**config.mk**
```make
export PLATFORM = sky130hd
export DESIGN_NAME = modular_inverse_top
export DESIGN_NICKNAME = d
export VERILOG_FILES = /design/src/sv/mi_pkg.sv /design/src/sv/mi_ctrl.sv /design/src/sv/mi_dp.sv /design/src/sv/modular_inverse_top.sv
export VERILOG_INCLUDE_DIRS = /design/src /design/src/sv
export SDC_FILE = /design/constraint.sdc
export NUM_CORES = 1
export LEC_CHECK = 0
export BUFFER_PORTS_ARGS = -buffer_cell sky130_fd_sc_hd__buf_2
export CORE_ASPECT_RATIO = 0.8
export CORE_UTILIZATION = 60
export CTS_CLUSTER_SIZE = 30
export DETAILED_ROUTE_END_ITERATION = 10
export GPL_TIMING_DRIVEN = 0
export HOLD_SLACK_MARGIN = 0.06
export PLACE_DENSITY = 0.79
export SLEW_MARGIN = 10
export SYNTH_ARGS = -nofsm -noshare
export SYNTH_HDL_FRONTEND = slang
export SYNTH_SLANG_ARGS = --single-unit
export TNS_END_PERCENT = 5
```
**constraint.sdc**
```tcl
create_clock -name clk -period 33.7 [get_ports clk]
set_input_delay 5.055 -clock clk [delete_from_list [all_inputs] [get_ports clk]]
set_output_delay 5.055 -clock clk [all_outputs]
set_load 0.02 [all_outputs]
```
**src/sv/modular_inverse_top_defines.svh**
```systemverilog
// Assertion macros shared by the modular inverse RTL.
// Needs clk and rst_n in scope at each point of use.
`ifndef MODULAR_INVERSE_TOP_DEFINES_SVH
`define MODULAR_INVERSE_TOP_DEFINES_SVH

// Same-cycle implication, checked out of reset.
`define MI_CHECK_IMPL(lbl, ante, cons, msg) \
    lbl: assert property (@(posedge clk) disable iff (!rst_n) (ante) |-> (cons)) \
        else $error(msg);

// Next-cycle implication, checked out of reset.
`define MI_CHECK_NEXT(lbl, ante, cons, msg) \
    lbl: assert property (@(posedge clk) disable iff (!rst_n) (ante) |=> (cons)) \
        else $error(msg);

// Plain invariant, checked out of reset.
`define MI_CHECK(lbl, prop, msg) \
    lbl: assert property (@(posedge clk) disable iff (!rst_n) (prop)) \
        else $error(msg);

`endif

```
**src/sv/mi_pkg.sv**
```systemverilog
// Shared types and constants for the modular inverse block.
// No dependencies; used by mi_ctrl, mi_dp and modular_inverse_top.
package mi_pkg;

    localparam int FIELD_W   = 32;   // width of every payload field
    localparam int DEF_WIDTH = 32;   // default operand width

    // controller -> datapath
    typedef struct packed {
        logic load;       // capture value/modulus, seed coefficients
        logic div_init;   // start a division of a_reg by b_reg
        logic div_step;   // one restoring-division bit
        logic commit;     // shift the remainder sequence by one step
        logic finish;     // normalize and register the result
    } mi_cmd_t;

    // datapath -> controller
    typedef struct packed {
        logic b_zero;     // current remainder is zero: Euclid is done
    } mi_sts_t;

endpackage

```
**src/sv/mi_ctrl.sv**
```systemverilog
// Controller FSM for the modular inverse block: sequencing and handshakes.
// Depends on mi_pkg and modular_inverse_top_defines.svh.
`include "modular_inverse_top_defines.svh"

module mi_ctrl #(
    parameter int WIDTH = mi_pkg::DEF_WIDTH
) (
    input  logic            clk,
    input  logic            rst_n,
    input  logic            req_valid,
    output logic            req_stall,
    output logic            rsp_valid,
    input  logic            rsp_stall,
    output mi_pkg::mi_cmd_t cmd,
    input  mi_pkg::mi_sts_t sts
);
    import mi_pkg::*;

    localparam int CNT_W = $clog2(WIDTH);
    localparam logic [CNT_W-1:0] LAST = CNT_W'(WIDTH - 1);

    typedef enum logic [2:0] {
        S_IDLE,
        S_CHECK,
        S_DIV,
        S_COMMIT,
        S_FINISH
    } state_t;

    state_t           state_reg, state_next;
    logic [CNT_W-1:0] cnt_reg, cnt_next;
    logic             rsp_valid_reg, rsp_valid_next;

    always_comb
    begin
        state_next     = state_reg;
        cnt_next       = cnt_reg;
        rsp_valid_next = rsp_valid_reg;
        cmd            = '0;
        if (rsp_valid_reg && !rsp_stall)
        begin
            rsp_valid_next = 1'b0;
        end
        case (state_reg)
            S_IDLE:
            begin
                if (req_valid)
                begin
                    cmd.load   = 1'b1;
                    state_next = S_CHECK;
                end
            end
            S_CHECK:
            begin
                if (sts.b_zero)
                begin
                    state_next = S_FINISH;
                end
                else
                begin
                    cmd.div_init = 1'b1;
                    cnt_next     = '0;
                    state_next   = S_DIV;
                end
            end
            S_DIV:
            begin
                cmd.div_step = 1'b1;
                cnt_next     = cnt_reg + CNT_W'(1);
                if (cnt_reg == LAST)
                begin
                    state_next = S_COMMIT;
                end
            end
            S_COMMIT:
            begin
                cmd.commit = 1'b1;
                state_next = S_CHECK;
            end
            S_FINISH:
            begin
                // result register free, or being drained this cycle
                if (!rsp_valid_reg || !rsp_stall)
                begin
                    cmd.finish     = 1'b1;
                    rsp_valid_next = 1'b1;
                    state_next     = S_IDLE;
                end
            end
            default:
            begin
                state_next = S_IDLE;
            end
        endcase
    end

    always_ff @(posedge clk or negedge rst_n)
    begin
        if (!rst_n)
        begin
            state_reg     <= S_IDLE;
            cnt_reg       <= '0;
            rsp_valid_reg <= 1'b0;
        end
        else
        begin
            state_reg     <= state_next;
            cnt_reg       <= cnt_next;
            rsp_valid_reg <= rsp_valid_next;
        end
    end

    assign req_stall = (state_reg != S_IDLE);
    assign rsp_valid = rsp_valid_reg;

    `MI_CHECK(a_cmd_onehot, $onehot0(cmd), "more than one datapath command")
    `MI_CHECK_NEXT(a_div_len, (state_reg == S_DIV) && (cnt_reg == LAST), cmd.commit, "division did not end after WIDTH steps")
    `MI_CHECK_IMPL(a_rsp_src, $rose(rsp_valid_reg), $past(cmd.finish), "result valid without finish")

endmodule

```
**src/sv/mi_dp.sv**
```systemverilog
// Datapath for the modular inverse block: remainders, Bezout coefficients,
// shared restoring divider and result registers. Depends on mi_pkg and the defines header.
`include "modular_inverse_top_defines.svh"

module mi_dp #(
    parameter int WIDTH = mi_pkg::DEF_WIDTH
) (
    input  logic                       clk,
    input  logic                       rst_n,
    input  logic [mi_pkg::FIELD_W-1:0] value,
    input  logic [mi_pkg::FIELD_W-1:0] modulus,
    output logic [mi_pkg::FIELD_W-1:0] inverse,
    output logic                       exists,
    input  mi_pkg::mi_cmd_t            cmd,
    output mi_pkg::mi_sts_t            sts
);
    import mi_pkg::*;

    // coefficients stay within (-2m, 2m): two guard bits over the operand
    localparam int CW = WIDTH + 2;

    logic [WIDTH-1:0] a_reg;     // previous remainder / dividend
    logic [WIDTH-1:0] b_reg;     // current remainder / divisor
    logic [WIDTH-1:0] m_reg;
    logic [WIDTH-1:0] r_reg;     // partial remainder of the division
    logic [WIDTH-1:0] q_reg;     // dividend bits still to shift in
    logic [CW-1:0]    cp_reg;    // coefficient paired with a_reg
    logic [CW-1:0]    cc_reg;    // coefficient paired with b_reg
    logic [CW-1:0]    acc_reg;   // running quotient * cc_reg
    logic [FIELD_W-1:0] inverse_reg;
    logic               exists_reg;

    logic [FIELD_W+WIDTH-1:0] val_ext, mod_ext;
    logic [WIDTH-1:0]         val_op, mod_op;
    logic [WIDTH:0]           r_sh;
    logic [WIDTH+1:0]         diff;
    logic                     ge;
    logic [WIDTH-1:0]         r_next;
    logic [CW-1:0]            acc_next;
    logic [CW-1:0]            co_norm;
    logic                     ok;
    logic [FIELD_W+CW-1:0]    co_ext;

    // operands are the low WIDTH bits of the ports
    assign val_ext = {{WIDTH{1'b0}}, value};
    assign mod_ext = {{WIDTH{1'b0}}, modulus};
    assign val_op  = val_ext[WIDTH-1:0];
    assign mod_op  = mod_ext[WIDTH-1:0];

    // one restoring-division bit; quotient bit folded into acc
    assign r_sh     = {r_reg, q_reg[WIDTH-1]};
    assign diff     = {1'b0, r_sh} - {2'b00, b_reg};
    assign ge       = !diff[WIDTH+1];
    assign r_next   = ge ? diff[WIDTH-1:0] : r_sh[WIDTH-1:0];
    assign acc_next = {acc_reg[CW-2:0], 1'b0} + (ge ? cc_reg : '0);

    // gcd is a_reg once b_reg hits zero; negative coefficient wraps by m
    assign ok      = (a_reg == WIDTH'(1)) && (m_reg != '0);
    assign co_norm = cp_reg[CW-1] ? (cp_reg + {2'b00, m_reg}) : cp_reg;
    assign co_ext  = {{FIELD_W{1'b0}}, co_norm};

    always_ff @(posedge clk)
    begin
        if (cmd.load)
        begin
            // seeded so the first step yields rem_prev=m, rem_cur=v%m, co 0/1
            a_reg  <= val_op;
            b_reg  <= mod_op;
            m_reg  <= mod_op;
            cp_reg <= CW'(1);
            cc_reg <= '0;
        end
        if (cmd.div_init)
        begin
            r_reg   <= '0;
            q_reg   <= a_reg;
            acc_reg <= '0;
        end
        if (cmd.div_step)
        begin
            r_reg   <= r_next;
            q_reg   <= {q_reg[WIDTH-2:0], 1'b0};
            acc_reg <= acc_next;
        end
        if (cmd.commit)
        begin
            a_reg  <= b_reg;
            b_reg  <= r_reg;
            cp_reg <= cc_reg;
            cc_reg <= cp_reg - acc_reg;
        end
        if (cmd.finish)
        begin
            exists_reg  <= ok;
            inverse_reg <= ok ? co_ext[FIELD_W-1:0] : '0;
        end
    end

    assign sts.b_zero = (b_reg == '0);
    assign inverse    = inverse_reg;
    assign exists     = exists_reg;

    `MI_CHECK_IMPL(a_rem_below_div, cmd.div_step, r_reg < b_reg, "remainder not below divisor")
    `MI_CHECK_IMPL(a_commit_nonzero, cmd.commit, b_reg != '0, "step with zero divisor")
    `MI_CHECK_IMPL(a_finish_done, cmd.finish, b_reg == '0, "finish before Euclid is done")

endmodule

```
**src/sv/modular_inverse_top.sv**
```systemverilog
// Top level of the modular inverse block (extended Euclid, iterative).
// Depends on mi_pkg, mi_ctrl, mi_dp and modular_inverse_top_defines.svh.
//
//  channel | fields              | handshake             | transfer when
//  --------+---------------------+-----------------------+-----------------------
//  req     | value, modulus      | req_valid / req_stall | req_valid && !req_stall
//  rsp     | inverse, exists     | rsp_valid / rsp_stall | rsp_valid && !rsp_stall
//
// Sequencing: one item at a time. A request runs n Euclid steps (the first one
//   reduces the value by the modulus); each step is one pass of the shared
//   bit-serial divider over WIDTH bits, plus commit and check.
//   n is at most about 1.44*WIDTH + 2.
// Reset: rst_n clears the controller; the block is idle and ready out of reset.
// Stalls: a result waits in its register while rsp_stall is high; a new request
//   is taken meanwhile and only the final write waits for the register to free.

module modular_inverse_top #(
    parameter int WIDTH = mi_pkg::DEF_WIDTH
) (
    input  logic                       clk,
    input  logic                       rst_n,
    input  logic                       req_valid,
    output logic                       req_stall,
    input  logic [mi_pkg::FIELD_W-1:0] value,
    input  logic [mi_pkg::FIELD_W-1:0] modulus,
    output logic                       rsp_valid,
    input  logic                       rsp_stall,
    output logic [mi_pkg::FIELD_W-1:0] inverse,
    output logic                       exists
);
    import mi_pkg::*;

    mi_cmd_t cmd;   // sequencing from the FSM
    mi_sts_t sts;   // loop-exit status back to the FSM

    mi_ctrl #(
        .WIDTH (WIDTH)
    ) u_ctrl (
        .clk       (clk),
        .rst_n     (rst_n),
        .req_valid (req_valid),
        .req_stall (req_stall),
        .rsp_valid (rsp_valid),
        .rsp_stall (rsp_stall),
        .cmd       (cmd),
        .sts       (sts)
    );

    // value/modulus are sampled only on the load command, i.e. on the
    // request transfer, so they need not be held afterwards
    mi_dp #(
        .WIDTH (WIDTH)
    ) u_dp (
        .clk     (clk),
        .rst_n   (rst_n),
        .value   (value),
        .modulus (modulus),
        .inverse (inverse),
        .exists  (exists),
        .cmd     (cmd),
        .sts     (sts)
    );

endmodule
```
Yosys cells after proc, flatten, opt, wreduce, memory -nomap -nowiden
Cells that the tools add are included.
{"block": "op_classes", "addsub": 5, "n_eq_ne": 10, "mux": 35, "n_reduce_logical": 14}
{"operator": "two-way mux 32 bit", "n": 10}
{"operator": "two-way mux 34 bit", "n": 7}
{"operator": "adder 34 bit", "n": 1}
{"operator": "subtractor 33 x 32 -> 34 bit", "n": 1}
{"operator": "subtractor 34 bit", "n": 1}
{"operator": "adder 32 bit", "n": 1}
{"operator": "equality test 32 x 1 -> 1 bit, second input constant", "n": 1}
{"operator": "logical NOT 32 bit", "n": 1}
{"operator": "nonzero test 32 bit", "n": 1}
{"operator": "case mux 3 bit (5 select lines)", "n": 1}
{"operator": "two-way mux 3 bit", "n": 4}
{"operator": "two-way mux 1 bit", "n": 11}
{"operator": "case mux 5 bit (2 select lines)", "n": 1}
{"operator": "equality test 3 x 2 -> 1 bit, second input constant", "n": 2}
{"operator": "nonzero test 2 bit", "n": 3}
{"operator": "adder 5 x 1 -> 5 bit, second input constant", "n": 1}
{"operator": "equality test 5 bit, second input constant", "n": 1}
{"operator": "two-way mux 5 bit", "n": 1}
{"operator": "!= test 2 x 1 -> 1 bit, second input constant", "n": 2}
{"operator": "!= test 2 bit, second input constant", "n": 2}
{"operator": "equality test 3 x 1 -> 1 bit, second input constant", "n": 1}
{"operator": "equality test 3 bit, second input constant", "n": 1}
{"operator": "logical NOT 3 bit", "n": 1}
{"operator": "AND reduction 3 bit", "n": 1}
{"operator": "5 further kinds", "n": 7}
{"block": "totals", "regBits": 304, "in_bits": 68, "elab_cells": 78}

Logic depth before layout (Yosys ltp)
Gate-level depths: netlist of run 1.
{"block": "depth", "depth_word": 5, "ltp_mapped": 22}

Hierarchy
From an unflattened synthesis of run 1, not the netlist that was laid out.
{"block": "unflattened", "hier_cells": 1664, "hier_area_um2": 18880.6}
{"module": "mi_dp", "n_inst": 1, "cells_each": 1622, "area_per_inst_um2": 18398.9}
{"module": "mi_ctrl", "n_inst": 1, "cells_each": 42, "area_per_inst_um2": 481.7}

Worst setup path before layout of run 1
Ideal clock, no wire load.
{"block": "synth_path", "path_type": "input-to-reg", "from": "in req_valid", "to": "reg u_dp.a_reg[0], enable pin", "setup_time_ns": 0.806, "t_arrival_ns": 14.324, "t_required_ns": 32.894, "setup_slack_ns": 18.569, "path_stages": 2, "n_path_buf": 0, "path_cell_list": "inv_1 -> o21ai_0"}
{"block": "synth_via", "elab_chain_len": 3}
{"element": "start, declared", "line_no": "modular_inverse_top.sv:22", "rtl": "input logic req_valid,"}
{"element": "two-way mux 1 bit", "line_no": "mi_ctrl.sv:47", "rtl": "if (req_valid)"}
{"element": "two-way mux 1 bit", "line_no": "mi_ctrl.sv:44", "rtl": "case (state_reg)"}
{"element": "nonzero test 2 bit (no source line)"}
{"element": "end signal, assigned", "line_no": "mi_dp.sv:67", "rtl": "a_reg <= val_op;"}
{"element": "end signal, assigned", "line_no": "mi_dp.sv:87", "rtl": "a_reg <= b_reg;"}
{"element": "end, declared", "line_no": "mi_dp.sv:22", "rtl": "logic [WIDTH-1:0] a_reg;"}
Every way passes these cells.
A chain may end at the register's enable or synchronous reset.

Final worst setup path of run 1
{"block": "layout_path", "from": "reg u_ctrl.state_reg[1]", "to": "out req_stall"}
{"block": "layout_via", "elab_chain_len": 1}
{"element": "start, declared", "line_no": "mi_ctrl.sv:30", "rtl": "state_t state_reg, state_next;"}
{"element": "start signal, assigned", "line_no": "mi_ctrl.sv:107", "rtl": "state_reg <= state_next;"}
{"element": "nonzero test 3 bit", "line_no": "mi_ctrl.sv:113", "rtl": "assign req_stall = (state_reg != S_IDLE);"}
{"element": "end, declared", "line_no": "modular_inverse_top.sv:23", "rtl": "output logic req_stall,"}
Every way passes these cells.

==> impl_results.md, run 1 <==
- First-pass GRT wire length: 81.05 mm
- Antenna-violating nets left: 0
- Syn Area/Cell: 10.13 µm²
- Grt ovf: 0
- Count leader, synth: edfxtp_1
- Setup bufs post-CTS: 0
- H-tree Lvls: 2
- Root Driver: clkbuf_16
- Post-DP HPWL: 39.72 mm
- Core Box Area: 30450 µm²
- Die Ht: 159.5 µm
- Syn_nets: 2037
- Status: finished, final reports clean
- Max-cap violations: 0
- Drt drc: 0
- Initial Utilization: 0.6105
- Crit start category: flip-flop
- Share of cells above drive strength 1: 0.09507
- Clock transition at the registers of the reported paths: 0.06 ns
- RR Startpoint: u_dp.b_reg[6]$_DFFE_PP_
- Fmax: 0.1417 GHz
- Fin crit period: 7.059 ns
- Final #Nets: 2185
- DR vias: 15350
- CTS buffer count: 35
- Seq cells post-synth: 304
- Top cells by area, synth: edfxtp_1, ha_1, nand2_1
- Ys Warns: 0
- Port Buffers: 102
- Synth Flop Type: edfxtp_1
- Arr. time, crit path: 2.00 ns
- Cts hold-fix bufs: 0
- Clock Path Buffers: 3
- Crit path from: u_ctrl.state_reg[1]$_DFFE_PN0P_
- Clock Skew: 0.01637 ns
- Worst Hold Margin: 0.5040 ns
- DR iter-0 viols: 1717
- Number of global-route vias before repair: 14430
- Area Overhead vs Synth: 12.82%
- Vias per std cell: 6.334
- Crit Path Class: reg -> out
- First-pass DRT Iterations: 6
- Synth area leader: edfxtp_1
- HP Class: reg -> reg
- GRT Overall Usage: 0.3358
- Crit Path Max Fanout: 9
- Die area: 31700 µm²
- Avg WL per Cell: 21.67 µm
- Fin crit share: 0.2095
- Top cells by count, synth: edfxtp_1, nand2_1, nor2_1
- IO Count: 103
- Placed instance area: 19880 µm²
- Slew at the pin closest to its max-slew limit: 0.9753 ns
- Library cells used by synthesis: 70
- Sequential share of the synthesized area: 0.4880
- WP data required: 28.64 ns
- Slew Limit Headroom: 0.3455
- Setup TNS: 0 ns
- Synth top area share: 0.4748
- Cell Area, Synth: 18590 µm²
- Worst setup EP type: output pin
- CTS tree: yes
- Cell area after layout: 20980 µm²
- Largest net degree at the start of global routing: 51
- Worst min-delay path startpoint: u_dp.q_reg[0]$_SDFFE_PP0P_
- Resized cells post-CTS: 0
- Post-synth EDFFs: 294
- # clock sinks: 304
- FP Rows: 57
- Final hold vios: 0
- Clock latency on the worst-skew pair: 0.54 ns
- Drt total wl: 52.52 mm
- Endpoints failing setup: 0
- Width of the die: 198.8 µm
- Max-slew violations: 0
- Synthesized netlist cell count: 1835
- RSZ-0062 raised after global routing: false
- Asr flop ratio synth: 0.02961
- Gpl congestion: 0.9844
- Initial antenna violation count: 0
- Post-route insts no fill: 2423
- Dpl cells: 2359
==> per-layer routing <==
metal	track usage	wire length [µm]	vias to the layer above
met5	0	0	-
met1	0.5091	22720	7348
met4	0.08497	1157	0
li1	-	-	7051
met3	0.07964	6591	89
met2	0.4820	22050	859
==> cell type report <==
class,instances,area [µm²]
Fill cell,2336,9477
Sequential cell,304,9074
Multi-Input combinational cell,1365,8924
Clock buffer,44,940.9
Timing Repair Buffer,111,728.2
Tap cell,413,516.7
Inverter,98,367.9
Buffer,68,269.0
Clock inverter,19,153.9
Antenna cell,1,2.502
==> layout by cell type, fill, tap and decap left out, types with 7 or more instances in the layout <==
cell and instances:
edfxtp_1 294, nand2_1 209, nor2_1 187, ha_1 130, a21oi_1 120, buf_2 107, o21ai_0 101, inv_1 98
and3_1 80, clkbuf_1 67, a21o_1 61, xnor2_1 58, xor2_1 40, mux2i_1 39, clkbuf_16 36, nand3_1 32
a22o_1 31, nor4_1 25, nand2b_1 24, nor3_1 20, nand4_1 19, a211oi_1 19, nor2b_1 19, o21bai_1 16
a31oi_1 12, o21a_1 10, or3_1 9, dfrtp_1 9, o211ai_1 8, clkinv_1 8, nor3b_1 7
==> cell families (layout without fill, tap and decap cells) <==
group / Yosys count / in the layout / share of synthesized area
AOI/OAI and AO/OA: 441 / 441 / 0.1542
xor gates and xnor gates: 98 / 98 / 0.04616
DFF: 304 / 304 / 0.4880
buffers and inverters: 166 / 340 / 0.03425
adders and majority gates: 134 / 134 / 0.09179
and+or+nand+nor: 652 / 652 / 0.1640
other: 0 / 1 / 0
muxes: 40 / 40 / 0.02160
==> per-stage QoR <==
step           utilization  setup slack (ns)
6_report            0.6888             26.64
5_1_grt             0.6887             26.60
4_1_cts             0.6886             26.64
3_5_place_dp        0.6527             26.90
3_3_place_gp        0.6443             13.85
2_1_floorplan            -             18.57
==> worst paths after layout <==
kind                                             endpoint  slack, ns  depth (start not counted)
setup / recovery                                req_stall      26.64                          3
hold / removal                 u_dp.q_reg[0]$_SDFFE_PP0P_       0.50                          2
setup reg to reg           u_dp.acc_reg[31]$_SDFFCE_PN0N_      27.10                         22
hold reg to reg                u_dp.q_reg[0]$_SDFFE_PP0P_       0.50                          2
max in group asynchronous   u_ctrl.cnt_reg[2]$_DFFE_PN0P_      29.10                          1
min in group asynchronous      u_ctrl.rsp_valid$_DFF_PN0_       4.38                          1
==> worst max-delay path, cell delays in order (launching register included) <==
cell      delay (ns)
dfrtp_1         0.35
clkbuf_1        0.31
or3_1           0.59
buf_2           0.21
Power of run 1 is not shown: default switching activity piles up to over one toggle a cycle in this logic, so the estimate is an artifact.
==> run 2: changes to the inputs <==
clock period = 7.1 ns   (was 33.7 ns; I/O delays follow)
==> run 2 against run 1 <==
Net effect: core utilization down 0.30 points; hold slack worse by 0.16 ns; wire length down 1.7%; critical path type is now reg -> reg; first-iteration DRC count down 1.1%.
==> impl_results.md, run 2 (same netlist as run 1, synthesis figures left out) <==
- Status: finished, final reports clean
- Die area: 31700 µm² (unchanged)
- Slew Limit Headroom: 0.2029 (-0.1425)
- Grt ovf: 0 (unchanged)
- Antenna diode count: 0 (-1)
- Final Util: 0.6858 (-0.003040)
- Worst setup EP type: flip-flop
- Crit path cell chain: inv_1, ha_1, a211oi_1, o21ai_0, a21oi_1, a211oi_2, nor3_2, o2111ai_4, clkbuf_1, and3_1, ha_1, fa_1, a211oi_1, o21ai_0, a221oi_2, o21ai_0, o21ai_1, o21ai_0, nand2_1, a21boi_0, a211o_1, a21oi_1
- Gpl congestion: 0.9633 (-2.1%)
- Post-route setup slack: 0.3982 ns (-26.24 ns)
- Clock Skew: 0.01163 ns (-0.004737 ns)
- CP dominant cell by count: o21ai_0
- Largest net degree at the start of global routing: 54 (+5.9%)
- Area Overhead vs Synth: 12.32%
- Fmax: 0.1492 GHz
- Drt drc: 0 (unchanged)
- Core Box Area: 30450 µm² (unchanged)
- IO Count: 103 (unchanged)
- Clock latency on the worst-skew pair: 0.59 ns (+0.05 ns)
- HP Class: in -> async
- Final hold vios: 0 (unchanged)
- Port Buffers: 102 (unchanged)
- Fin crit share: 0.9439
- Arr. time, crit path: 7.12 ns (+5.12 ns)
- Vias per std cell: 6.264 (-1.1%)
- DR iter-0 viols: 1698 (-1.1%)
- Max-slew violations: 0 (unchanged)
- Avg WL per Cell: 21.35 µm (-1.5%)
- Share of cells above drive strength 1: 0.09531 (+0.0002372)
- Width of the die: 198.8 µm (unchanged)
- Number of global-route vias before repair: 14090 (-2.3%)
- Resized cells post-CTS: 0 (unchanged)
- WP data required: 7.52 ns (-21.12 ns)
- GRT Overall Usage: 0.3265 (-0.009306)
- Setup WS pre-CTS: 0.7531 ns (-26.15 ns)
- Fin crit period: 6.702 ns
- Slowest stage cell, crit path: nor3_2
- Endpoints failing setup: 0 (unchanged)
- Crit start category: flip-flop
- Post-DP HPWL: 38.85 mm (-2.2%)
- Crit Path Max Fanout: 10 (+1)
- Final #Nets: 2181 (-0.18%)
- Setup TNS: 0 ns (unchanged)
- Area taken by flip-flops and latches: 9074 µm² (unchanged)
- DR vias: 15140 (-1.4%)
- Clock transition at the registers of the reported paths: 0.07 ns (about the same)
- Clock Path Buffers: 3 (unchanged)
- RR Startpoint: u_dp.b_reg[6]$_DFFE_PP_
- Footprint of the multi-input gates: 8920 µm² (about the same)
- Max-cap violations: 0 (unchanged)
- Crit Path Class: reg -> reg
- First-pass DRT Iterations: 5 (-1)
- Slew at the pin closest to its max-slew limit: 1.188 ns (+0.2124 ns)
- Setup bufs post-CTS: 0 (unchanged)
- Initial Utilization: 0.6105 (unchanged)
- FF-to-FF path depth: 22 (unchanged)
- Max stage delay on crit path: 0.51 ns (-0.08 ns)
- CTS buffer count: 31 (-11%)
- Drt total wl: 51.61 mm (-1.7%)
- RSZ-0062 raised after global routing: false
- Root Driver: clkbuf_16
- # clock sinks: 304 (unchanged)
- H-tree Lvls: 1 (-1)
- Commonest non-fill, non-tap cells in the layout: edfxtp_1, nand2_1, nor2_1
- Worst Hold Margin: 0.3399 ns (-0.1641 ns)
- Antenna-violating nets left: 0 (unchanged)
- Cts hold-fix bufs: 0 (unchanged)
- First-pass GRT wire length: 78.87 mm (-2.7%)
- CTS tree: yes
- R2R setup slack: 0.40 ns (-26.70 ns)
- Initial antenna violation count: 1 (+1)
- Commonest non-fill, non-tap cell in the layout: edfxtp_1
- Fillers: 2336 (unchanged)
- Reg2reg end: u_dp.acc_reg[33]$_SDFFCE_PN0N_
- FP Rows: 57 (unchanged)
- Die Ht: 159.5 µm (unchanged)
[run 2: changes by cell type in the layout (fill, tap and decap cells not counted), moves of 2 or more]
cell / change
clkinvlp_4: +6
clkbuf_16: -5
clkbuf_1: -3
clkinv_1: -3
clkinv_4: +2
[run 2: metrics by stage]
stage / cells / area [µm²]
5_1_grt: 2417 / 20880
3_5_place_dp: 2359 / 19880
6_report: 2417 / 20880
2_1_floorplan: 1835 / 18600
3_3_place_gp: 2350 / 19620
4_1_cts: 2417 / 20880
[run 2: cell type report]
cell class / instances / area share
Clock buffer: 35 / 0.03786
Buffer: 68 / 0.01288
Sequential cell: 304 / 0.4345
Tap cell: 413 / 0.02474
Timing Repair Buffer: 111 / 0.03523
Multi-Input combinational cell: 1365 / 0.4271
Clock inverter: 23 / 0.01007
Inverter: 98 / 0.01761
[run 2: worst max path at each step]
stage | slack, ns | cells past startpoint | end | from
detailed placement | 0.75 | 22 | u_dp.acc_reg[31]$_SDFFCE_PN0N_ | u_dp.b_reg[6]$_DFFE_PP_
CTS | 0.64 | 22 | u_dp.acc_reg[33]$_SDFFCE_PN0N_ | u_dp.b_reg[6]$_DFFE_PP_
finish | 0.40 | 22 | u_dp.acc_reg[33]$_SDFFCE_PN0N_ | u_dp.b_reg[6]$_DFFE_PP_
global route | 0.1 | 22 | u_dp.acc_reg[31]$_SDFFCE_PN0N_ | u_dp.b_reg[6]$_DFFE_PP_
global placement | 0.15 | 3 | u_dp.b_reg[7]$_DFFE_PP_ | req_valid
floorplan | 2.06 | 2 | u_dp.a_reg[0]$_DFFE_PP_ | req_valid
[run 2: critical path, delay by kind of cell, from the launching register on]
family,cells,cell delay [ns]
buf+inv,2,0.51
flops,1,0.42
simple gates,3,0.90
compound gates,14,3.69
fa+ha+maj,3,0.98
[run 2: metal layers]
metal / vias to the layer above / share of wire / global-route usage / routed length (µm)
li1: 7029 / - / - / -
met4: 0 / 0.033 / 0.1059 / 1689
met1: 7234 / 0.44 / 0.4970 / 22850
met2: 780 / 0.41 / 0.4480 / 20970
met5: - / 0 / 0 / 0
met3: 96 / 0.12 / 0.08896 / 6094
Power of run 2 is left out for the same reason.
